File: config.mk
export PLATFORM = sky130hd
export DESIGN_NAME = latency_mean_and_std_deviation_core
export DESIGN_NICKNAME = d
export VERILOG_FILES = /design/src/sv/lmsd_pkg.sv /design/src/sv/latency_mean_and_std_deviation_core.sv
export SDC_FILE = /design/constraint.sdc
export NUM_CORES = 2
export LEC_CHECK = 0
export ABC_AREA = 1
export BUFFER_PORTS_ARGS = -buffer_cell sky130_fd_sc_hd__clkbuf_2
export CORE_MARGIN = 2
export CORE_UTILIZATION = 44
export CTS_BUF_LIST = sky130_fd_sc_hd__clkbuf_4 sky130_fd_sc_hd__clkbuf_8
export CTS_CLUSTER_DIAMETER = 60
export DETAILED_ROUTE_END_ITERATION = 8
export HOLD_SLACK_MARGIN = 0.08
export PLACE_DENSITY_LB_ADDON = 0.12
export REMOVE_ABC_BUFFERS = 1
export SLEW_MARGIN = 20
export SYNTH_ARGS = -nofsm -noshare
export SYNTH_HDL_FRONTEND = slang
export SYNTH_SLANG_ARGS = --single-unit
File: constraint.sdc
create_clock -name clk -period 10.8 [get_ports clk]
set_input_delay 1.08 -clock clk [delete_from_list [all_inputs] [get_ports clk]]
set_output_delay 1.08 -clock clk [all_outputs]
set_load 0.1 [all_outputs]
File: src/sv/lmsd_pkg.sv
// ----------------------------------------------------------------------------
// lmsd_pkg
// Shared constants and state encoding for the latency mean and standard
// deviation core.
// ----------------------------------------------------------------------------
package lmsd_pkg;

    localparam int SAMPLE_BITS = 24;
    localparam int MAX_SAMPLES = 64;
    localparam int US_PER_MS   = 1000;

    localparam int CNT_W  = 7;
    localparam int SUM_W  = 30;
    localparam int SQ_W   = 54;
    localparam int OUT_W  = 31;
    localparam int MUL_W  = 32;
    localparam int PROD_W = 2 * MUL_W;
    localparam int B_W    = 2 * SUM_W;
    localparam int VAR_W  = SQ_W + CNT_W;
    localparam int NN_W   = 2 * CNT_W - 2;
    localparam int DIV_W  = VAR_W + 32;
    localparam int X_W    = 62;
    localparam int ROOT_W = X_W + 1;

    localparam int MEAN_STEPS = SUM_W + 16;
    localparam int SD_STEPS   = DIV_W;
    localparam int ROOT_STEPS = X_W / 2 + 1;

    localparam logic [OUT_W-1:0] OUT_MAX  = {OUT_W{1'b1}};
    localparam logic [MUL_W-1:0] US2      = MUL_W'(US_PER_MS * US_PER_MS);
    localparam logic [MUL_W-1:0] US1      = MUL_W'(US_PER_MS);
    localparam logic [CNT_W-1:0] CNT_MAX  = CNT_W'(MAX_SAMPLES);
    localparam logic [CNT_W-1:0] CNT_ONE  = CNT_W'(1);
    localparam logic [CNT_W-1:0] CNT_TWO  = CNT_W'(2);

    typedef enum logic [11:0] {
        S_IDLE  = 12'b0000_0000_0001,
        S_ACC   = 12'b0000_0000_0010,
        S_M_SS  = 12'b0000_0000_0100,
        S_M_ALO = 12'b0000_0000_1000,
        S_M_AHI = 12'b0000_0001_0000,
        S_M_NN1 = 12'b0000_0010_0000,
        S_M_DSD = 12'b0000_0100_0000,
        S_M_DM  = 12'b0000_1000_0000,
        S_DIV_M = 12'b0001_0000_0000,
        S_DIV_S = 12'b0010_0000_0000,
        S_SQRT  = 12'b0100_0000_0000,
        S_DONE  = 12'b1000_0000_0000
    } state_t;

endpackage

File: src/sv/latency_mean_and_std_deviation_core.sv
// A batch-closing sample passes an accumulate step, the multiply steps, the mean divide,
//   the deviation divide, the root and an output step; the root is skipped when the
//   deviation saturates, and both deviation steps when it is zero by rule.
// A new sample is taken only after the last one is accumulated; the closing sample holds
//   the input until its result is in the output register.
// reset: accumulators and sample counter clear, sample_count returns to 10
// ----------------------------------------------------------------------------
// latency_mean_and_std_deviation_core
// Batch mean and sample standard deviation of latency samples, ms in Q15.16,
// computed by a small sequencer over one shared multiplier, divider and root.
// ----------------------------------------------------------------------------
module latency_mean_and_std_deviation_core
(
    input  logic                              clk,
    input  logic                              rst_n,
    input  logic                              in_valid,
    output logic                              in_stall,
    input  logic [lmsd_pkg::SAMPLE_BITS-1:0]  latency_us,
    output logic                              out_valid,
    input  logic                              out_stall,
    output logic [lmsd_pkg::OUT_W-1:0]        mean_ms,
    output logic [lmsd_pkg::OUT_W-1:0]        std_dev_ms,
    input  logic                              cfg_wr_en,
    input  logic [lmsd_pkg::CNT_W-1:0]        cfg_wr_data
);

    import lmsd_pkg::*;

    state_t                  state_reg;
    state_t                  state_next;
    logic [CNT_W-1:0]        sample_count_reg;
    logic [CNT_W-1:0]        target;
    logic                    out_valid_reg;
    logic                    can_load;

    logic [SAMPLE_BITS-1:0]  sample_reg;
    logic [SUM_W-1:0]        sum_reg;
    logic [SQ_W-1:0]         sq_reg;
    logic [CNT_W-1:0]        seen_reg;
    logic [CNT_W-1:0]        seen_next;

    logic [MUL_W-1:0]        mul_a;
    logic [MUL_W-1:0]        mul_b;
    logic [PROD_W-1:0]       mul_p;

    logic [B_W-1:0]          b_reg;
    logic [VAR_W-1:0]        a_reg;
    logic [NN_W-1:0]         nn_reg;
    logic [MUL_W-1:0]        dsd_reg;
    logic [VAR_W-1:0]        var_reg;
    logic                    var_pos_reg;

    logic [DIV_W-1:0]        num_reg;
    logic [MUL_W-1:0]        den_reg;
    logic [MUL_W-1:0]        rem_reg;
    logic [DIV_W-1:0]        quo_reg;
    logic [MUL_W:0]          div_shift;
    logic [MUL_W:0]          div_diff;
    logic                    div_ge;
    logic [MUL_W-1:0]        rem_next;
    logic [DIV_W-1:0]        quo_next;

    logic [X_W-1:0]          x_reg;
    logic [ROOT_W-1:0]       root_reg;
    logic [ROOT_W-1:0]       bit_reg;
    logic [ROOT_W-1:0]       trial;
    logic                    root_ge;
    logic [X_W-1:0]          x_next;
    logic [ROOT_W-1:0]       root_next;

    logic [CNT_W-1:0]        cnt_reg;
    logic                    cnt_last;
    logic                    sd_start;

    logic [OUT_W-1:0]        mean_reg;
    logic [OUT_W-1:0]        sd_reg;
    logic [OUT_W-1:0]        mean_out_reg;
    logic [OUT_W-1:0]        sd_out_reg;

    // effective batch size
    always_comb
    begin
        priority if (sample_count_reg == '0)
        begin
            target = CNT_ONE;
        end
        else if (sample_count_reg > CNT_MAX)
        begin
            target = CNT_MAX;
        end
        else
        begin
            target = sample_count_reg;
        end
    end

    assign in_stall   = (state_reg != S_IDLE);
    assign out_valid  = out_valid_reg;
    assign mean_ms    = mean_out_reg;
    assign std_dev_ms = sd_out_reg;
    assign can_load   = !out_valid_reg || !out_stall;
    assign seen_next  = seen_reg + CNT_ONE;
    assign cnt_last   = (cnt_reg == CNT_ONE);
    assign sd_start   = (seen_reg >= CNT_TWO) && var_pos_reg;

    // shared multiplier operand select
    always_comb
    begin
        mul_a = '0;
        mul_b = '0;
        unique case (state_reg)
            S_ACC:
            begin
                mul_a = MUL_W'(sample_reg);
                mul_b = MUL_W'(sample_reg);
            end
            S_M_SS:
            begin
                mul_a = MUL_W'(sum_reg);
                mul_b = MUL_W'(sum_reg);
            end
            S_M_ALO:
            begin
                mul_a = MUL_W'(seen_reg);
                mul_b = sq_reg[MUL_W-1:0];
            end
            S_M_AHI:
            begin
                mul_a = MUL_W'(seen_reg);
                mul_b = MUL_W'(sq_reg[SQ_W-1:MUL_W]);
            end
            S_M_NN1:
            begin
                mul_a = MUL_W'(seen_reg);
                mul_b = MUL_W'(seen_reg - CNT_ONE);
            end
            S_M_DSD:
            begin
                mul_a = MUL_W'(nn_reg);
                mul_b = US2;
            end
            S_M_DM:
            begin
                mul_a = MUL_W'(seen_reg);
                mul_b = US1;
            end
            default:
            begin
                mul_a = '0;
                mul_b = '0;
            end
        endcase
    end

    assign mul_p = mul_a * mul_b;

    // restoring divider step
    assign div_shift = {rem_reg, num_reg[DIV_W-1]};
    assign div_ge    = (div_shift >= {1'b0, den_reg});
    assign div_diff  = div_shift - {1'b0, den_reg};
    assign rem_next  = div_ge ? div_diff[MUL_W-1:0] : div_shift[MUL_W-1:0];
    assign quo_next  = {quo_reg[DIV_W-2:0], div_ge};

    // digit-by-digit square root step
    assign trial     = root_reg + bit_reg;
    assign root_ge   = ({1'b0, x_reg} >= trial);
    assign x_next    = root_ge ? (x_reg - trial[X_W-1:0]) : x_reg;
    assign root_next = root_ge ? ((root_reg >> 1) + bit_reg) : (root_reg >> 1);

    // sequencer
    always_comb
    begin
        state_next = state_reg;
        unique case (state_reg)
            S_IDLE:
            begin
                if (in_valid)
                begin
                    state_next = S_ACC;
                end
            end
            S_ACC:
            begin
                state_next = (seen_next >= target) ? S_M_SS : S_IDLE;
            end
            S_M_SS:
            begin
                state_next = S_M_ALO;
            end
            S_M_ALO:
            begin
                state_next = S_M_AHI;
            end
            S_M_AHI:
            begin
                state_next = S_M_NN1;
            end
            S_M_NN1:
            begin
                state_next = S_M_DSD;
            end
            S_M_DSD:
            begin
                state_next = S_M_DM;
            end
            S_M_DM:
            begin
                state_next = S_DIV_M;
            end
            S_DIV_M:
            begin
                if (cnt_last)
                begin
                    state_next = sd_start ? S_DIV_S : S_DONE;
                end
            end
            S_DIV_S:
            begin
                if (cnt_last)
                begin
                    state_next = (|quo_next[DIV_W-1:X_W]) ? S_DONE : S_SQRT;
                end
            end
            S_SQRT:
            begin
                if (cnt_last)
                begin
                    state_next = S_DONE;
                end
            end
            S_DONE:
            begin
                if (can_load)
                begin
                    state_next = S_IDLE;
                end
            end
            default:
            begin
                state_next = S_IDLE;
            end
        endcase
    end

    // control and accumulator state
    always_ff @(posedge clk or negedge rst_n)
    begin
        if (!rst_n)
        begin
            state_reg        <= S_IDLE;
            sample_count_reg <= CNT_W'(10);
            out_valid_reg    <= 1'b0;
            sum_reg          <= '0;
            sq_reg           <= '0;
            seen_reg         <= '0;
        end
        else
        begin
            state_reg <= state_next;
            if (cfg_wr_en)
            begin
                sample_count_reg <= cfg_wr_data;
            end
            if ((state_reg == S_DONE) && can_load)
            begin
                out_valid_reg <= 1'b1;
            end
            else if (!out_stall)
            begin
                out_valid_reg <= 1'b0;
            end
            if (state_reg == S_ACC)
            begin
                sum_reg  <= sum_reg + SUM_W'(sample_reg);
                sq_reg   <= sq_reg + mul_p[SQ_W-1:0];
                seen_reg <= seen_next;
            end
            else if ((state_reg == S_DONE) && can_load)
            begin
                sum_reg  <= '0;
                sq_reg   <= '0;
                seen_reg <= '0;
            end
        end
    end

    // datapath
    always_ff @(posedge clk)
    begin
        unique case (state_reg)
            S_IDLE:
            begin
                if (in_valid)
                begin
                    sample_reg <= latency_us;
                end
            end
            S_M_SS:
            begin
                b_reg <= mul_p[B_W-1:0];
            end
            S_M_ALO:
            begin
                a_reg <= VAR_W'(mul_p);
            end
            S_M_AHI:
            begin
                a_reg <= a_reg + {mul_p[VAR_W-MUL_W-1:0], {MUL_W{1'b0}}};
            end
            S_M_NN1:
            begin
                nn_reg <= mul_p[NN_W-1:0];
            end
            S_M_DSD:
            begin
                dsd_reg <= mul_p[MUL_W-1:0];
                if (a_reg >= {1'b0, b_reg})
                begin
                    var_reg     <= a_reg - {1'b0, b_reg};
                    var_pos_reg <= 1'b1;
                end
                else
                begin
                    var_reg     <= '0;
                    var_pos_reg <= 1'b0;
                end
            end
            S_M_DM:
            begin
                den_reg <= mul_p[MUL_W-1:0];
                num_reg <= {sum_reg, {(DIV_W-SUM_W){1'b0}}};
                rem_reg <= '0;
                quo_reg <= '0;
                cnt_reg <= CNT_W'(MEAN_STEPS);
            end
            S_DIV_M:
            begin
                num_reg <= {num_reg[DIV_W-2:0], 1'b0};
                rem_reg <= rem_next;
                quo_reg <= quo_next;
                cnt_reg <= cnt_reg - CNT_ONE;
                if (cnt_last)
                begin
                    mean_reg <= (quo_next > DIV_W'(OUT_MAX)) ? OUT_MAX : quo_next[OUT_W-1:0];
                    if (sd_start)
                    begin
                        num_reg <= {var_reg, {(DIV_W-VAR_W){1'b0}}};
                        den_reg <= dsd_reg;
                        rem_reg <= '0;
                        quo_reg <= '0;
                        cnt_reg <= CNT_W'(SD_STEPS);
                    end
                    else
                    begin
                        sd_reg <= '0;
                    end
                end
            end
            S_DIV_S:
            begin
                num_reg <= {num_reg[DIV_W-2:0], 1'b0};
                rem_reg <= rem_next;
                quo_reg <= quo_next;
                cnt_reg <= cnt_reg - CNT_ONE;
                if (cnt_last)
                begin
                    if (|quo_next[DIV_W-1:X_W])
                    begin
                        sd_reg <= OUT_MAX;
                    end
                    else
                    begin
                        x_reg    <= quo_next[X_W-1:0];
                        root_reg <= '0;
                        bit_reg  <= {1'b1, {(ROOT_W-1){1'b0}}};
                        cnt_reg  <= CNT_W'(ROOT_STEPS);
                    end
                end
            end
            S_SQRT:
            begin
                x_reg    <= x_next;
                root_reg <= root_next;
                bit_reg  <= bit_reg >> 2;
                cnt_reg  <= cnt_reg - CNT_ONE;
                if (cnt_last)
                begin
                    sd_reg <= root_next[OUT_W-1:0];
                end
            end
            S_DONE:
            begin
                if (can_load)
                begin
                    mean_out_reg <= mean_reg;
                    sd_out_reg   <= sd_reg;
                end
            end
            default:
            begin
            end
        endcase
    end

endmodule

==> flow_metrics.tcl <==
set metrics [dict create \
    largest_register_ffs 92 \
    vias 78714 \
    fp.dieArea_um2 204000 \
    detail-route-antenna-nets 0 \
    hp-class "in -> async" \
    detailed_place_hpwl_mm 289 \
    routed_wire_length_per_instance_um 23.8 \
    drt_iter0_markers 7337 \
    drc_markers 0 \
    dr_wl_met3_mm 26.0 \
    reg2reg_slack_ns 0.29 \
    critPathMostFrequentCell "sky130_fd_sc_hd__buf_4" \
    core_area_um2 200000 \
    finalCriticalPeriod_ns 10.51 \
    ir_drop_mv 0.177 \
    relSlewSlack_pct 21.9 \
    synthArstFlopShare_pct 12.8 \
    grt_start_max_net_pins 154 \
    timing.reg2reg.worst_path_depth 46 \
    max-clock-path-buffers 3 \
    critical_path.endpoint_type "flip-flop" \
    nets 13248 \
    gr-usage-all-layers_pct 33.5 \
    worstSetupPathType "reg -> reg" \
    cts_hold_buffers 0 \
    synthFlopType "sky130_fd_sc_hd__edfxtp_1" \
    drv_slew 0 \
    boundaryPins 100 \
    worst_path_max_delay_cell "sky130_fd_sc_hd__fa_2" \
    detailedRoute.firstPassIterationCount 7 \
    clk_pin_slew_worst_paths_ns 0.06 \
    path_depth 46 \
    crit_start "state_reg[8]" \
    numPlacedInstances 14251 \
    cp.required_ns 11.63 \
    postSynthAreaPerCell_um2 8.10 \
    htreeDepth 4 \
    termination_of_the_worst_setup_path "sq_reg[43]" \
    grt_setup_unrepaired "true" \
    clock_latency_ns 0.92 \
    first_global_vias 78585 \
    final-instance-count-excl-fill 14583 \
    instance_count_of_the_mapped_netlist 10916 \
    netlist-cell-type-count 79 \
    route.layer.met1.wl_mm 147 \
    viasPerCell 5.40 \
    cts_made_buffers 161 \
    endpoint_of_the_lowest_slack_register_to_register_path "sq_reg[43]" \
    status "finished, final reports clean" \
    post_route_cells_drive_above_1_share_pct 13.2 \
    clock_tree_from_tritoncts "yes" \
    sort_of_element_at_the_start_of_the_critical_path "flip-flop" \
    min_period_over_period_pct 97.3 \
    cellPowerDensity_nw_per_um2 156 \
    synthToLayoutAreaGrowth_pct 15.7 \
    top_layer "met5" \
    gp_congestion 1.01 \
    clock_skew_ns 0.0853 \
    ys_ff_latch 867 \
    tritoncts_num_sinks 867 \
    dieHeight_um 452 \
    crit_path_max_fanout 10 \
    syn_area_um2 88400 \
    synth_sequential_area_ratio_pct 28.8 \
    postRouteWirelength_mm 347 \
    grt_first_pass_wirelength_mm 508 \
    io_buffer_count 99 \
    root_buffer "sky130_fd_sc_hd__clkbuf_8" \
    crit_path_max_cell_delay_ns 0.63 \
    grt_antenna_before_repair 17 \
    timing.hold.ws_ns 0.249 \
    max_clock_freq_mhz 95.1 \
    report.final.hold_viol_count 0 \
    drv.max_cap_violation_count 0 \
    cp_data_arrival_time_ns 11.34 \
    globalRoute.totalOverflow 0 \
    placementRows 164 \
    p_leak_nw 48.7 \
    initial_utilization_pct 44.3 \
    finalSetupViolCount 0 \
    die_x_um 452 \
    timing.critical_path.max_delay_family "adder cells" \
    worstPathBufferInverterCount 15 \
    r2r-start "state_reg[8]" \
    wl_met2_mm 156 \
    number_of_enable_flip_flop_cells_after_synthesis 756 \
    worstMarginPinSlew_ns 1.17 \
    synthesis.yosys.warnings 0 \
]
layer usage:
metal / up-vias / global-route usage [%]
met5: - / 0
met4: 2 / 14.6
met3: 645 / 5.28
met2: 3125 / 53.3
met1: 38443 / 45.3
li1: 36499 / -
synthesized netlist by cell type (all sizes together) (3+ instances only):
library cell	n	area, um2
a211oi	13	103
a21boi	22	165
a21o	67	503
a21oi	550	2760
a221oi	14	123
a22o	32	280
a31oi	79	494
and2	15	93.8
and3	15	93.8
buf	136	777
clkbuf	107	402
clkinv	7	26.3
dfrtp	108	2700
dfstp	3	78.8
edfxtp	756	22700
fa	841	16800
ha	581	7270
inv	2189	8220
mux2	4	45.0
nand2	2187	8280
nand3	399	2100
nand3b	22	165
nand4	95	594
nor2	1378	5310
nor3	93	522
nor4	51	359
o2111ai	5	43.8
o211ai	27	203
o21a	22	165
o21ai	641	3270
o21bai	69	518
o221ai	12	105
o22ai	47	354
o31ai	4	30.0
o32ai	4	35.0
or2	54	338
xnor2	114	998
xor2	132	1160
cell type report:
type / count / area (um2)
Antenna cell: 4 / 10.0
Clock buffer: 200 / 2520
Clock inverter: 96 / 786
Fill cell: 19619 / 97300
Inverter: 2196 / 8300
Multi-Input combinational cell: 7653 / 54700
Sequential cell: 867 / 25500
Tap cell: 2656 / 3320
Timing Repair Buffer: 911 / 7210
kinds of logic after synthesis:
kind of cell / share of synthesized area, %
AND/OR/NAND/NOR: 20.3
buffers and inverters: 10.7
multiplexers: 0.0510
adder cells (fa/ha/maj): 27.3
XOR/XNOR: 2.44
flip-flops: 28.8
other: 0.00850
AO/OA/AOI/OAI: 10.5
cell usage in the layout (no fill, tap or decap), types with 107 or more instances in the layout:
cell type / n
sky130_fd_sc_hd__o21ai_0: 559
sky130_fd_sc_hd__a21oi_1: 526
sky130_fd_sc_hd__inv_1: 2121
sky130_fd_sc_hd__nand2_1: 2156
sky130_fd_sc_hd__ha_1: 571
sky130_fd_sc_hd__clkbuf_8: 163
sky130_fd_sc_hd__fa_1: 829
sky130_fd_sc_hd__dfrtp_1: 108
sky130_fd_sc_hd__xor2_1: 123
sky130_fd_sc_hd__nand3_1: 374
sky130_fd_sc_hd__buf_4: 756
sky130_fd_sc_hd__xnor2_1: 107
sky130_fd_sc_hd__nor2_1: 1298
sky130_fd_sc_hd__edfxtp_1: 756
through the flow:
step | power (mW) | util [%] | setup WS, ns | setup TNS (ns) | instance area [um2]
after floorplan | 8.07 | - | -3.75 | -220.22 | 87400
after global placement | 12.2 | 48.9 | -0.777 | -14.51 | 97600
after detailed placement | 12.3 | 48.9 | -0.769 | -12.43 | 97600
after CTS | 15.7 | 50.7 | -0.00461 | -0.00461 | 101000
after global routing | 16.8 | 51.2 | -0.0738 | -0.288 | 102000
final | 15.9 | 51.2 | 0.290 | 0 | 102000
worst reg2reg max path, delay by kind of cell (launching register included):
kind                     cells  cell delay, ns
AND/OR/NAND/NOR             15            1.99
buffers and inverters       15            1.99
AO/OA/AOI/OAI                5            0.94
XOR/XNOR                     1            0.26
adder cells (fa/ha/maj)     10            4.85
flip-flops                   1            0.40
repair_timing:
item | CTS | global route
buffers inserted | 8 | 22
endpoints found under the setup margin | 36 | 47
cloned | 0 | 2
gates resized for setup | 34 | 225
pin swaps | 5 | 23
power breakdown:
| part | switching [mW] | internal, mW | leakage, nW |
|---|---|---|---|
| Clock | 1.59 | 1.72 | 1.70 |
| Sequential | 0.309 | 3.98 | 7.80 |
| Combinational | 5.17 | 3.17 | 39.2 |
| Total | 7.07 | 8.88 | 48.7 |
worst min path at each step:
stage / depth (start not counted) / slack, ns / end
floorplan: 0 / 0.40 / mean_ms[0]
global placement: 0 / 0.40 / std_dev_ms[9]
detailed placement: 0 / 0.40 / mean_ms[11]
CTS: 1 / 0.22 / sample_count_reg[5]
global route: 1 / 0.28 / sample_count_reg[5]
finish: 1 / 0.25 / sample_count_reg[5]
Note: power is estimated with default switching activity, not from simulation.
